[src/sv/stfa_pkg.sv]
`timescale 1ns / 1ps
// Shared types, codes and defaults for the slot table allocator.
// No dependencies; used by the top level, the checker and the testbench.
package stfa_pkg;

    localparam int MAX_SLOTS_DEF    = 64;
    localparam int ELEMENT_BITS_DEF = 32;
    localparam int MIN_CAP          = 4;

    localparam int OP_BITS     = 2;
    localparam int INDEX_BITS  = 6;
    localparam int DATA_BITS   = 32;
    localparam int STATUS_BITS = 2;
    localparam int COUNT_BITS  = 7;

    localparam logic [OP_BITS-1:0] OP_ADD    = 2'd0;
    localparam logic [OP_BITS-1:0] OP_DELETE = 2'd1;
    localparam logic [OP_BITS-1:0] OP_READ   = 2'd2;

    localparam logic [STATUS_BITS-1:0] ST_OK   = 2'd0;
    localparam logic [STATUS_BITS-1:0] ST_BAD  = 2'd1;
    localparam logic [STATUS_BITS-1:0] ST_FULL = 2'd2;

    typedef struct packed {
        logic [OP_BITS-1:0]    op;
        logic [INDEX_BITS-1:0] slot_index;
        logic [DATA_BITS-1:0]  element_in;
    } req_item_t;

    typedef struct packed {
        logic [STATUS_BITS-1:0] status;
        logic [DATA_BITS-1:0]   element_out;
        logic [COUNT_BITS-1:0]  used_count;
        logic [COUNT_BITS-1:0]  capacity_now;
    } rsp_item_t;

    typedef enum logic [1:0] {
        S_IDLE = 2'b01,
        S_WORK = 2'b10
    } state_t;

endpackage

[src/sv/stfa_ram.sv]
`timescale 1ns / 1ps
// Generic single-write, single-read RAM with registered read data.
// No dependencies.
module stfa_ram #(
    parameter int WIDTH = 32,
    parameter int DEPTH = 64
) (
    input  logic                     clk,
    input  logic                     wr_en,
    input  logic [$clog2(DEPTH)-1:0] wr_addr,
    input  logic [WIDTH-1:0]         wr_data,
    input  logic                     rd_en,
    input  logic [$clog2(DEPTH)-1:0] rd_addr,
    output logic [WIDTH-1:0]         rd_data
);

    logic [WIDTH-1:0] mem [DEPTH];
    logic [WIDTH-1:0] rd_data_reg;

    always_ff @(posedge clk)
    begin
        if (wr_en)
        begin
            mem[wr_addr] <= wr_data;
        end
        if (rd_en)
        begin
            rd_data_reg <= mem[rd_addr];
        end
    end

    assign rd_data = rd_data_reg;

endmodule

[src/sv/stfa_slot_scan.sv]
`timescale 1ns / 1ps
// Priority encoders over the occupied map: lowest free slot and highest
// occupied slot. Depends on nothing but its parameter.
module stfa_slot_scan #(
    parameter int MAX_SLOTS = 64
) (
    input  logic [MAX_SLOTS-1:0]         free_map,
    input  logic [MAX_SLOTS-1:0]         occ_map,
    output logic [$clog2(MAX_SLOTS)-1:0] first_free,
    output logic                         free_found,
    output logic [$clog2(MAX_SLOTS)-1:0] top_slot,
    output logic                         top_found
);

    localparam int IW = $clog2(MAX_SLOTS);

    logic [MAX_SLOTS-1:0] free_vec;
    logic [MAX_SLOTS-1:0] free_low;
    logic [MAX_SLOTS-1:0] occ_rev;
    logic [MAX_SLOTS-1:0] occ_low;
    logic [IW-1:0]        rev_pos;

    // isolate lowest set bit, then OR together the index of that one bit
    always_comb
    begin
        free_vec = ~free_map;
        free_low = free_vec & (~free_vec + MAX_SLOTS'(1));
        for (int i = 0; i < MAX_SLOTS; i++)
        begin
            occ_rev[i] = occ_map[MAX_SLOTS-1-i];
        end
        occ_low = occ_rev & (~occ_rev + MAX_SLOTS'(1));
        first_free = '0;
        rev_pos    = '0;
        for (int i = 0; i < MAX_SLOTS; i++)
        begin
            if (free_low[i])
            begin
                first_free = first_free | IW'(i);
            end
            if (occ_low[i])
            begin
                rev_pos = rev_pos | IW'(i);
            end
        end
        free_found = |free_vec;
        top_found  = |occ_map;
        top_slot   = IW'(MAX_SLOTS - 1) - rev_pos;
    end

endmodule

[src/sv/slot_table_first_free_alloc.sv]
`timescale 1ns / 1ps
// Top level of the slot table allocator: control, occupied map, counters.
// Depends on stfa_pkg, stfa_ram and stfa_slot_scan.
//
//   channel  valid      stall      payload  direction
//   request  req_valid  req_stall  req      in
//   result   rsp_valid  rsp_stall  rsp      out
//
// In each transfer the accept cycle issues the data RAM read, and the work
// state then scans the occupied map, writes the RAM and updates state.
// The RAM read-modify-write sets this split; a write always lands before
// the next request is accepted, so no forwarding is needed.
// Reset clears the occupied map, count and capacity at once; no clearing pass.
// A stalled result holds the block in its work cycle; one result may wait in
// the output register while the next request is accepted.
module slot_table_first_free_alloc #(
    parameter int MAX_SLOTS    = stfa_pkg::MAX_SLOTS_DEF,
    parameter int ELEMENT_BITS = stfa_pkg::ELEMENT_BITS_DEF
) (
    input  logic                clk,
    input  logic                rst_n,
    input  logic                req_valid,
    output logic                req_stall,
    input  stfa_pkg::req_item_t req,
    output logic                rsp_valid,
    input  logic                rsp_stall,
    output stfa_pkg::rsp_item_t rsp
);

    localparam int IW  = $clog2(MAX_SLOTS);
    localparam int CW  = $clog2(MAX_SLOTS + 1);
    localparam int XW  = (CW > stfa_pkg::INDEX_BITS) ? CW : stfa_pkg::INDEX_BITS;

    stfa_pkg::state_t state_reg, state_next;

    logic [stfa_pkg::OP_BITS-1:0]    op_reg;
    logic [stfa_pkg::INDEX_BITS-1:0] idx_reg;
    logic [ELEMENT_BITS-1:0]         elem_reg;

    logic [MAX_SLOTS-1:0] map_reg, map_next;
    logic [CW-1:0]        count_reg, count_next;
    logic [CW-1:0]        cap_reg, cap_next;

    stfa_pkg::rsp_item_t rsp_reg, rsp_next;
    logic                rsp_valid_reg, rsp_valid_next;

    logic                    accept;
    logic                    commit;
    logic                    wr_en;
    logic [IW-1:0]           wr_addr;
    logic [ELEMENT_BITS-1:0] wr_data;
    logic [ELEMENT_BITS-1:0] rd_data;

    logic [IW-1:0]        idx_sel;
    logic                 idx_ok;
    logic [MAX_SLOTS-1:0] idx_bit;
    logic [MAX_SLOTS-1:0] occ_cleared;

    logic [IW-1:0] first_free;
    logic          free_found;
    logic [IW-1:0] top_slot;
    logic          top_found;

    logic [CW:0]   cap_dbl;
    logic [CW-1:0] cap_grown;
    logic [CW-1:0] count_dec;
    logic [CW-1:0] top_p1;

    assign accept    = req_valid && !req_stall;
    assign req_stall = (state_reg != stfa_pkg::S_IDLE);
    assign commit    = (state_reg == stfa_pkg::S_WORK) && (!rsp_valid_reg || !rsp_stall);

    stfa_ram #(
        .WIDTH(ELEMENT_BITS),
        .DEPTH(MAX_SLOTS)
    ) u_slot_ram (
        .clk    (clk),
        .wr_en  (wr_en),
        .wr_addr(wr_addr),
        .wr_data(wr_data),
        .rd_en  (accept),
        .rd_addr(IW'(req.slot_index)),
        .rd_data(rd_data)
    );

    stfa_slot_scan #(
        .MAX_SLOTS(MAX_SLOTS)
    ) u_scan (
        .free_map  (map_reg),
        .occ_map   (occ_cleared),
        .first_free(first_free),
        .free_found(free_found),
        .top_slot  (top_slot),
        .top_found (top_found)
    );

    // slot_index may be narrower or wider than the table index
    always_comb
    begin
        idx_sel     = IW'(idx_reg);
        idx_ok      = (XW'(idx_reg) < XW'(cap_reg)) && map_reg[idx_sel];
        idx_bit     = MAX_SLOTS'(1) << idx_sel;
        occ_cleared = map_reg & ~idx_bit;
        cap_dbl     = {cap_reg, 1'b0};
        if (cap_reg == '0)
        begin
            cap_grown = CW'(stfa_pkg::MIN_CAP);
        end
        else if (cap_dbl > (CW + 1)'(MAX_SLOTS))
        begin
            cap_grown = CW'(MAX_SLOTS);
        end
        else
        begin
            cap_grown = cap_dbl[CW-1:0];
        end
        count_dec = count_reg - CW'(1);
        top_p1    = CW'(top_slot) + CW'(1);
    end

    always_comb
    begin
        state_next     = state_reg;
        map_next       = map_reg;
        count_next     = count_reg;
        cap_next       = cap_reg;
        rsp_next       = rsp_reg;
        rsp_valid_next = rsp_valid_reg;
        wr_en          = 1'b0;
        wr_addr        = idx_sel;
        wr_data        = '0;

        if (rsp_valid_reg && !rsp_stall)
        begin
            rsp_valid_next = 1'b0;
        end

        unique case (state_reg)
            stfa_pkg::S_IDLE:
            begin
                if (accept)
                begin
                    state_next = stfa_pkg::S_WORK;
                end
            end
            stfa_pkg::S_WORK:
            begin
                if (commit)
                begin
                    rsp_next.status      = stfa_pkg::ST_OK;
                    rsp_next.element_out = '0;
                    unique case (op_reg)
                        stfa_pkg::OP_ADD:
                        begin
                            if (free_found && (CW'(first_free) < cap_reg))
                            begin
                                wr_en   = 1'b1;
                                wr_addr = first_free;
                            end
                            else if (cap_reg >= CW'(MAX_SLOTS))
                            begin
                                rsp_next.status = stfa_pkg::ST_FULL;
                            end
                            else
                            begin
                                // slots at and above the capacity are free
                                wr_en    = 1'b1;
                                wr_addr  = cap_reg[IW-1:0];
                                cap_next = cap_grown;
                            end
                            if (wr_en)
                            begin
                                wr_data           = elem_reg;
                                map_next[wr_addr] = 1'b1;
                                count_next        = count_reg + CW'(1);
                            end
                        end
                        stfa_pkg::OP_DELETE:
                        begin
                            if (!idx_ok)
                            begin
                                rsp_next.status = stfa_pkg::ST_BAD;
                            end
                            else
                            begin
                                wr_en      = 1'b1;
                                map_next   = occ_cleared;
                                count_next = count_dec;
                                if ((cap_reg > CW'(stfa_pkg::MIN_CAP)) &&
                                    (count_dec < (cap_reg >> 2)))
                                begin
                                    if (!top_found)
                                    begin
                                        cap_next   = '0;
                                        count_next = '0;
                                    end
                                    else if (top_p1 < CW'(stfa_pkg::MIN_CAP))
                                    begin
                                        cap_next = CW'(stfa_pkg::MIN_CAP);
                                    end
                                    else
                                    begin
                                        cap_next = top_p1;
                                    end
                                end
                            end
                        end
                        stfa_pkg::OP_READ:
                        begin
                            if (!idx_ok)
                            begin
                                rsp_next.status = stfa_pkg::ST_BAD;
                            end
                            else
                            begin
                                rsp_next.element_out = stfa_pkg::DATA_BITS'(rd_data);
                            end
                        end
                        default:
                        begin
                            rsp_next.status = stfa_pkg::ST_BAD;
                        end
                    endcase
                    rsp_next.used_count   = stfa_pkg::COUNT_BITS'(count_next);
                    rsp_next.capacity_now = stfa_pkg::COUNT_BITS'(cap_next);
                    rsp_valid_next        = 1'b1;
                    state_next            = stfa_pkg::S_IDLE;
                end
            end
            default:
            begin
                state_next = stfa_pkg::S_IDLE;
            end
        endcase
    end

    always_ff @(posedge clk or negedge rst_n)
    begin
        if (!rst_n)
        begin
            state_reg     <= stfa_pkg::S_IDLE;
            map_reg       <= '0;
            count_reg     <= '0;
            cap_reg       <= '0;
            rsp_valid_reg <= 1'b0;
        end
        else
        begin
            state_reg     <= state_next;
            map_reg       <= map_next;
            count_reg     <= count_next;
            cap_reg       <= cap_next;
            rsp_valid_reg <= rsp_valid_next;
        end
    end

    always_ff @(posedge clk)
    begin
        if (accept)
        begin
            op_reg   <= req.op;
            idx_reg  <= req.slot_index;
            elem_reg <= ELEMENT_BITS'(req.element_in);
        end
        rsp_reg <= rsp_next;
    end

    assign rsp_valid = rsp_valid_reg;
    assign rsp       = rsp_reg;

endmodule

[config.mk]
export PLATFORM = sky130hd
export DESIGN_NAME = slot_table_first_free_alloc
export DESIGN_NICKNAME = d
export VERILOG_FILES = /design/src/sv/stfa_pkg.sv /design/src/sv/stfa_ram.sv /design/src/sv/stfa_slot_scan.sv /design/src/sv/slot_table_first_free_alloc.sv
export SDC_FILE = /design/constraint.sdc
export NUM_CORES = 2
export LEC_CHECK = 0
export BUFFER_PORTS_ARGS = -buffer_cell sky130_fd_sc_hd__buf_2
export CAP_MARGIN = 30
export CORE_UTILIZATION = 30
export DETAILED_ROUTE_END_ITERATION = 8
export PLACE_DENSITY = 0.43
export SYNTH_ARGS = -nofsm -noshare
export SYNTH_HDL_FRONTEND = slang
export SYNTH_SLANG_ARGS = --single-unit
[constraint.sdc]
create_clock -name clk -period 20.1 [get_ports clk]
set_input_delay 4.02 -clock clk [delete_from_list [all_inputs] [get_ports clk]]
set_output_delay 4.02 -clock clk [all_outputs]
set_load 0.05 [all_outputs]
Word-level counts from Yosys, hierarchy flattened
Memory sizes are Yosys's and may differ from the RTL's. A register that Yosys moved wholly into a read port is not among the register bits.
Index checks and enable logic that the tools add are counted.
W data, S select, Z words.
{"block": "totals", "register_bits": 169, "ram_bits": 2048, "output_inout_bits": 50, "wordCells": 355, "n_memories": 1}
{"block": "classes", "add_sub_neg": 6, "magnitude_cmp": 10, "eq_ne": 10, "shift": 1, "mux": 289, "n_bitwise": 8, "n_reduce_logical": 18}
{"name": "u_slot_ram.mem", "depth": 64, "width": 32, "read_ports": 1, "rd_ports_with_merged_regs": 1, "write_ports": 1, "line_no": "stfa_ram.sv:17", "rtl": "logic [WIDTH-1:0] mem [DEPTH];"}
{"cell": "$mux W64", "n": 12}
{"cell": "$mux W32", "n": 17}
{"cell": "$mux W6", "n": 79}
{"cell": "$mux W7", "n": 61}
{"cell": "$not A64 Y64", "n": 4}
{"cell": "$and A64 B64 Y64", "n": 3}
{"cell": "$mux W5", "n": 32}
{"cell": "$add A64 B1 Y64 const B", "n": 2}
{"cell": "$pmux W64 S2", "n": 1}
{"cell": "$reduce_or A64 Y1", "n": 2}
{"cell": "$mux W48", "n": 2}
{"cell": "$mux W4", "n": 16}
{"cell": "$or A64 B64 Y64", "n": 1}
{"cell": "$shl A1 B6 Y64 const A", "n": 1}
{"cell": "$mux W2", "n": 25}
{"cell": "$mux W1", "n": 29}
{"cell": "$pmux W7 S2", "n": 2}
{"cell": "$mux W3", "n": 8}
{"cell": "$lt A6 B7 Y1", "n": 2}
{"cell": "$lt A6 B7 Y1 const B", "n": 2}
{"cell": "$gt A8 B7 Y1 const B", "n": 1}
{"cell": "$add A6 B1 Y7 const B", "n": 1}
{"cell": "$add A7 B1 Y7 const B", "n": 1}
{"cell": "$ge A7 B7 Y1 const B", "n": 1}
{"cell": "25 further kinds", "n": 37}

Longest topological paths before layout
{"block": "logic_depth", "depth_word": 99, "depth_mapped": 23}

By module
From an unflattened synthesis, not the netlist that was laid out.
{"block": "hier_totals", "hier_cells": 4805, "area_unflattened_um2": 91750.5}
{"module": "stfa_ram", "n_inst": 1, "cells_per_inst": 3323, "area_each_um2": 78826.9}
{"module": "slot_table_first_free_alloc", "n_inst": 1, "cells_per_inst": 1031, "area_each_um2": 10346.2}
{"module": "stfa_slot_scan", "n_inst": 1, "cells_per_inst": 451, "area_each_um2": 2577.5}

Least setup slack after synthesis
No wires, ideal clock.
{"block": "synth_timing", "kind": "in2reg", "start": "in req_valid", "end": "reg elem_reg[0] (enable)", "setup_time_ns": 0.503, "arrival_time_ns": 7.099, "required_ns": 19.597, "path_slack_ns": 12.498, "cell_stages": 2, "cell_sequence": "nand2_1 -> nor2_1"}
{"block": "synth_via", "elab_chain_cells": 1}
{"item": "start: declaration", "line_no": "slot_table_first_free_alloc.sv:22", "rtl": "input logic req_valid,"}
{"item": "$logic_and A1 B1 Y1", "line_no": "slot_table_first_free_alloc.sv:69", "rtl": "assign accept = req_valid && !req_stall;"}
{"item": "via accept", "line_no": "slot_table_first_free_alloc.sv:47", "rtl": "logic accept;"}
{"item": "end signal: assignment", "line_no": "slot_table_first_free_alloc.sv:263", "rtl": "elem_reg <= ELEMENT_BITS'(req.element_in);"}
{"item": "end: declaration", "line_no": "slot_table_first_free_alloc.sv:38", "rtl": "logic [ELEMENT_BITS-1:0] elem_reg;"}
The timed path passes the listed nets, and every way through them passes these cells.
A chain may end at the register's enable or synchronous reset.

Worst setup path after layout
{"block": "layout_timing", "start": "reg map_reg[9]", "end": "mem u_slot_ram.mem[43][16] (enable)"}
{"block": "layout_via", "elab_chain_cells": 73, "elab_cells_between_ends": 91, "cone_classes": "add/sub: 1; order compare: 1; mux: 83; bitwise: 3; reduce/logical: 3"}
{"item": "start: declaration", "line_no": "slot_table_first_free_alloc.sv:40", "rtl": "logic [MAX_SLOTS-1:0] map_reg, map_next;"}
{"item": "start signal: assignment", "line_no": "slot_table_first_free_alloc.sv:250", "rtl": "map_reg <= map_next;"}
{"item": "$not A64 Y64", "line_no": "stfa_slot_scan.sv:26", "rtl": "free_vec = ~free_map;"}
{"item": "$not A64 Y64", "line_no": "stfa_slot_scan.sv:27", "rtl": "free_low = free_vec & (~free_vec + MAX_SLOTS'(1));"}
{"item": "$add A64 B1 Y64", "line_no": "stfa_slot_scan.sv:27"}
{"item": "$and A64 B64 Y64", "line_no": "stfa_slot_scan.sv:27"}
{"item": "$mux W4 (7 in a row)", "line_no": "stfa_slot_scan.sv:37", "rtl": "if (free_low[i])"}
{"item": "$mux W5 (16 in a row)", "line_no": "stfa_slot_scan.sv:37"}
{"item": "$mux W6 (32 in a row)", "line_no": "stfa_slot_scan.sv:37"}
{"item": "$lt A6 B7 Y1", "line_no": "slot_table_first_free_alloc.sv:155", "rtl": "if (free_found && (CW'(first_free) < cap_reg))"}
{"item": "(+4 left out)"}
{"item": "$mux W1", "line_no": "slot_table_first_free_alloc.sv:138", "rtl": "unique case (state_reg)"}
{"item": "$pmux W1 S2", "line_no": "slot_table_first_free_alloc.sv:152", "rtl": "unique case (op_reg)"}
{"item": "$mux W1", "line_no": "slot_table_first_free_alloc.sv:148", "rtl": "if (commit)"}
{"item": "$mux W1", "line_no": "slot_table_first_free_alloc.sv:138"}
{"item": "$mux W1", "line_no": "slot_table_first_free_alloc.sv:148"}
{"item": "$mux W1 (2 in a row)", "line_no": "slot_table_first_free_alloc.sv:138"}
{"item": "$mux W1", "line_no": "stfa_ram.sv:22", "rtl": "if (wr_en)"}
{"item": "$mux W1 (implied by the code)", "line_no": "stfa_ram.sv:24", "rtl": "mem[wr_addr] <= wr_data;"}
{"item": "end: declaration", "line_no": "stfa_ram.sv:17"}
Parallel ways exist; a longest one is shown, timed or not. The select of a mux whose other input is x is not followed.

==> flow_summary_export.csv <==
group,metric,value,unit
min_path,hp-start,"rsp_valid",
finish,fin_area,107000,um2
setup_path,reg2reg_slack,11560,ps
clock_network,tritoncts,"built",
sta,holdWs,500,ps
pwr,internal_power,8.19,mW
clock_network,post_cts_resized,0,
clock_network,cts_buffers,266,
pwr,pwr-share-clk,43.9,%
sta,maxSlewHeadroom,30.9,%
global_routing,use_met3,2.94,%
synthesis,ys_top_cells_by_area,"edfxtp_1 (70%), mux4_2 (17%), dfrtp_1 (2.2%)",
floorplanning,die_w,557,um
pwr,pwr-share-seq,48.2,%
pwr,powerDensity,99.6,nW/um2
setup_path,worstReg2RegStart,"map_reg[9]",
global_routing,grt_pass1_vias,49600,
place,placed_area,99000,um2
setup_path,r2r_cells,20,
finish,post-route-util,35.1,%
synthesis,yosys_warnings,0,
synthesis,synth-edff-count,2168,
synthesis,ys.flop_type,"edfxtp_1",
setup_path,cp.arrival,9020,ps
finish,layout_commonest_cell,"edfxtp_1",
finish,instances_no_fill,9136,
detailed_routing,first_pass_iters,6,
min_path,hp-class,"reg -> reg",
pwr,pwr-share-comb,7.9,%
setup_path,critPathCaptureType,"flop",
global_routing,grt_max_degree,129,
floorplanning,io_pins,94,
detailed_routing,avgRoutedWirePerCell,31.5,um
global_routing,grt_pass1_wl,403,mm
setup_path,path_max_fanout,21,
clock_network,cts_hold_buf,0,
setup_path,critPathLaunchType,"flop",
detailed_routing,wl,288,mm
floorplanning,num_rows,203,
pwr,p_leak,33.5,nW
outcome,status,"completed",
global_routing,antenna_found_initial,21,
pwr,p_sw,2.51,mW
clock_network,clock-root-buffer,"clkbuf_16",
finish,seq_area,67100,um2
detailed_routing,drc,0,
synthesis,async_flop_share,3.60,%
detailed_routing,drtAntennaViolNets,0,
finish,fill_cells,28500,
synthesis,synth_area,92500,um2
clock_network,cts.reportedPaths.clkPinSlew,50,ps
clock_network,cts.sink_count,2249,
detailed_routing,vias,48100,
global_routing,grt_use_met2,29.8,%
floorplanning,die_area,311000,um2
place,placedCellCount,8660,
place,portBuffers,93,
synthesis,seq_area_frac_synth,72.6,%
clock_network,cts_setup_buffers,0,
finish,nets,4896,
synthesis,synth_cell_types,119,
clock_network,cts_buffer_depth,4,
synthesis,synth.avg_cell_area,20.2,um2
setup_path,crit_type,"reg -> reg",
synthesis,synth_top_area_share,70.4,%
detailed_routing,drtIter0Drc,4816,
sta,finalCritPeriodShare,42.5,%
sta,skew,65.9,ps
sta,fmax,0.117,GHz
synthesis,synth_seq_cells,2249,
floorplanning,start_util,30.2,%
finish,drive_above_1_share,30.1,%
setup_path,worst_ep_required_time,20580,ps
sta,worst_slew_pin_slew,1040,ps
clock_network,clock_latency,880,ps
min_path,whs_path_depth,2,
min_path,min_to,"rsp_valid",
clock_network,h-tree-depth,5,
setup_path,regToRegEndpoint,"u_slot_ram.mem[43][16]",
sta,fin_crit,8540,ps
place,dpl.hpwl,168,mm
sta,tns,0,ps
finish,area_delta_synth_final,16.2,%
global_routing,busiest_layer,"met2",
pwr,ir_worst_vdd,0.0000618,V
sta,hold_viol,0,
place,globalplace.congestion,0.921,
sta,rsz0062_at_grt,"false",
floorplanning,die_y,557,um
finish,final_cell_mix,"edfxtp_1 (2168), mux4_2 (684), clkbuf_16 (274)",
run,drv_cap,0,
synthesis,synth_fp_nets,4646,
detailed_routing,vias_per_cell,5.27,
sta,setup_viol,0,
global_routing,grt_use_total,18.4,%
sta,slew_viol_final,0,
global_routing,use_met1,25.9,%
synthesis,synth_area_leader_cell,"edfxtp_1",
synthesis,syn_inst,4582,
global_routing,overflow,0,
finish,largest_reg_flops,2048,
floorplanning,core,306000,um2
pwr,p_sw_share,23.4,%
finish,multi_input_area,24500,um2
## worst max-delay path by stage
stage,start,end,slack (ps),cells past startpoint
6_report,map_reg[9],u_slot_ram.mem[43][16],11560,20
3_5_place_dp,req[32],u_slot_ram.rd_data[23],10910,9
3_3_place_gp,req[32],u_slot_ram.rd_data[23],10890,9
2_1_floorplan,req_valid,elem_reg[0],12500,2
4_1_cts,map_reg[9],u_slot_ram.mem[41][19],11650,20
5_1_grt,map_reg[9],u_slot_ram.mem[40][14],11050,20
## cell families (layout without fill, tap and decap cells)
| kind of cell | after synthesis | after routing | share of synthesized area (%) |
|---|---|---|---|
| adders and majority gates | 20 | 20 | 0.270 |
| AOI/OAI and AO/OA | 499 | 499 | 3.54 |
| xor gates and xnor gates | 13 | 13 | 0.123 |
| buffers and inverters | 341 | 789 | 1.55 |
| other | 0 | 6 | 0 |
| and+or+nand+nor | 715 | 715 | 4.60 |
| muxes | 745 | 745 | 17.4 |
| DFF | 2249 | 2249 | 72.6 |
## stage by stage
stage | setup slack (ps) | total power, mW
after floorplan | 12500 | 5.80
after global placement | 10890 | 6.10
after detailed placement | 10910 | 6.10
after CTS | 11650 | 10.8
after global routing | 11050 | 11.1
final | 11560 | 10.7
## cell usage after synthesis, types with 14 or more instances
cell and count:
a211oi_1 14, a21o_1 14, a21oi_1 126, a31oi_1 35, and2_1 42, and3_1 41, buf_1 59, buf_2 35
clkbuf_1 171, dfrtp_1 80, edfxtp_1 2168, ha_1 20, inv_1 54, mux2_2 21, mux2i_1 37, mux4_2 684
nand2_1 124, nand2b_1 18, nand3_1 66, nand4_1 30, nor2_1 153, nor2b_1 26, nor3_1 40, nor4_1 15
o21ai_0 108, o21ai_1 21, o22ai_1 15, o31ai_1 16, or3_1 19
## power by group through the flow
| stage | combinational, mW | sequential, mW | clock [mW] |
|---|---|---|---|
| 5_1_grt | 0.905 | 5.16 | 4.99 |
| 6_report | 0.845 | 5.16 | 4.70 |
| 3_5_place_dp | 0.845 | 5.26 | 0 |
| 4_1_cts | 0.847 | 5.16 | 4.82 |
| 2_1_floorplan | 0.552 | 5.25 | 0 |
| 3_3_place_gp | 0.842 | 5.26 | 0 |
## worst max-delay path, cell delays in order (launching register included)
cell	delay [ps]
dfrtp_1	610
nand4_1	270
or3_1	550
or3_1	630
nor3_2	620
a31oi_1	180
o21ai_0	210
nand2b_1	330
ha_1	310
a21o_1	160
a21o_1	180
a21oi_1	140
nor2_1	80
nor4b_2	620
a21o_1	390
a21oi_2	90
buf_4	240
o32ai_1	400
nand3_1	820
nor2_4	730
buf_4	510
## area by class of cell
| cell class | count | share of cell area (%) |
|---|---|---|
| sequential | 2249 | 62.5 |
| inverter | 56 | 0.198 |
| multi-input combinational | 1992 | 22.8 |
| clock buffer | 339 | 6.63 |
| tap | 4100 | 4.77 |
| timing repair buffer | 267 | 1.97 |
| clock inverter | 127 | 1.17 |
| antenna | 6 | 0.0140 |
## metal layers
| metal | vias up | share of wire [%] |
|---|---|---|
| li1 | 19800 | - |
| met1 | 26500 | 45 |
| met2 | 1431 | 48 |
| met3 | 331 | 5.4 |
| met4 | 0 | 2.0 |
| met5 | - | 0 |
Note: power is estimated with default switching activity, not from simulation.
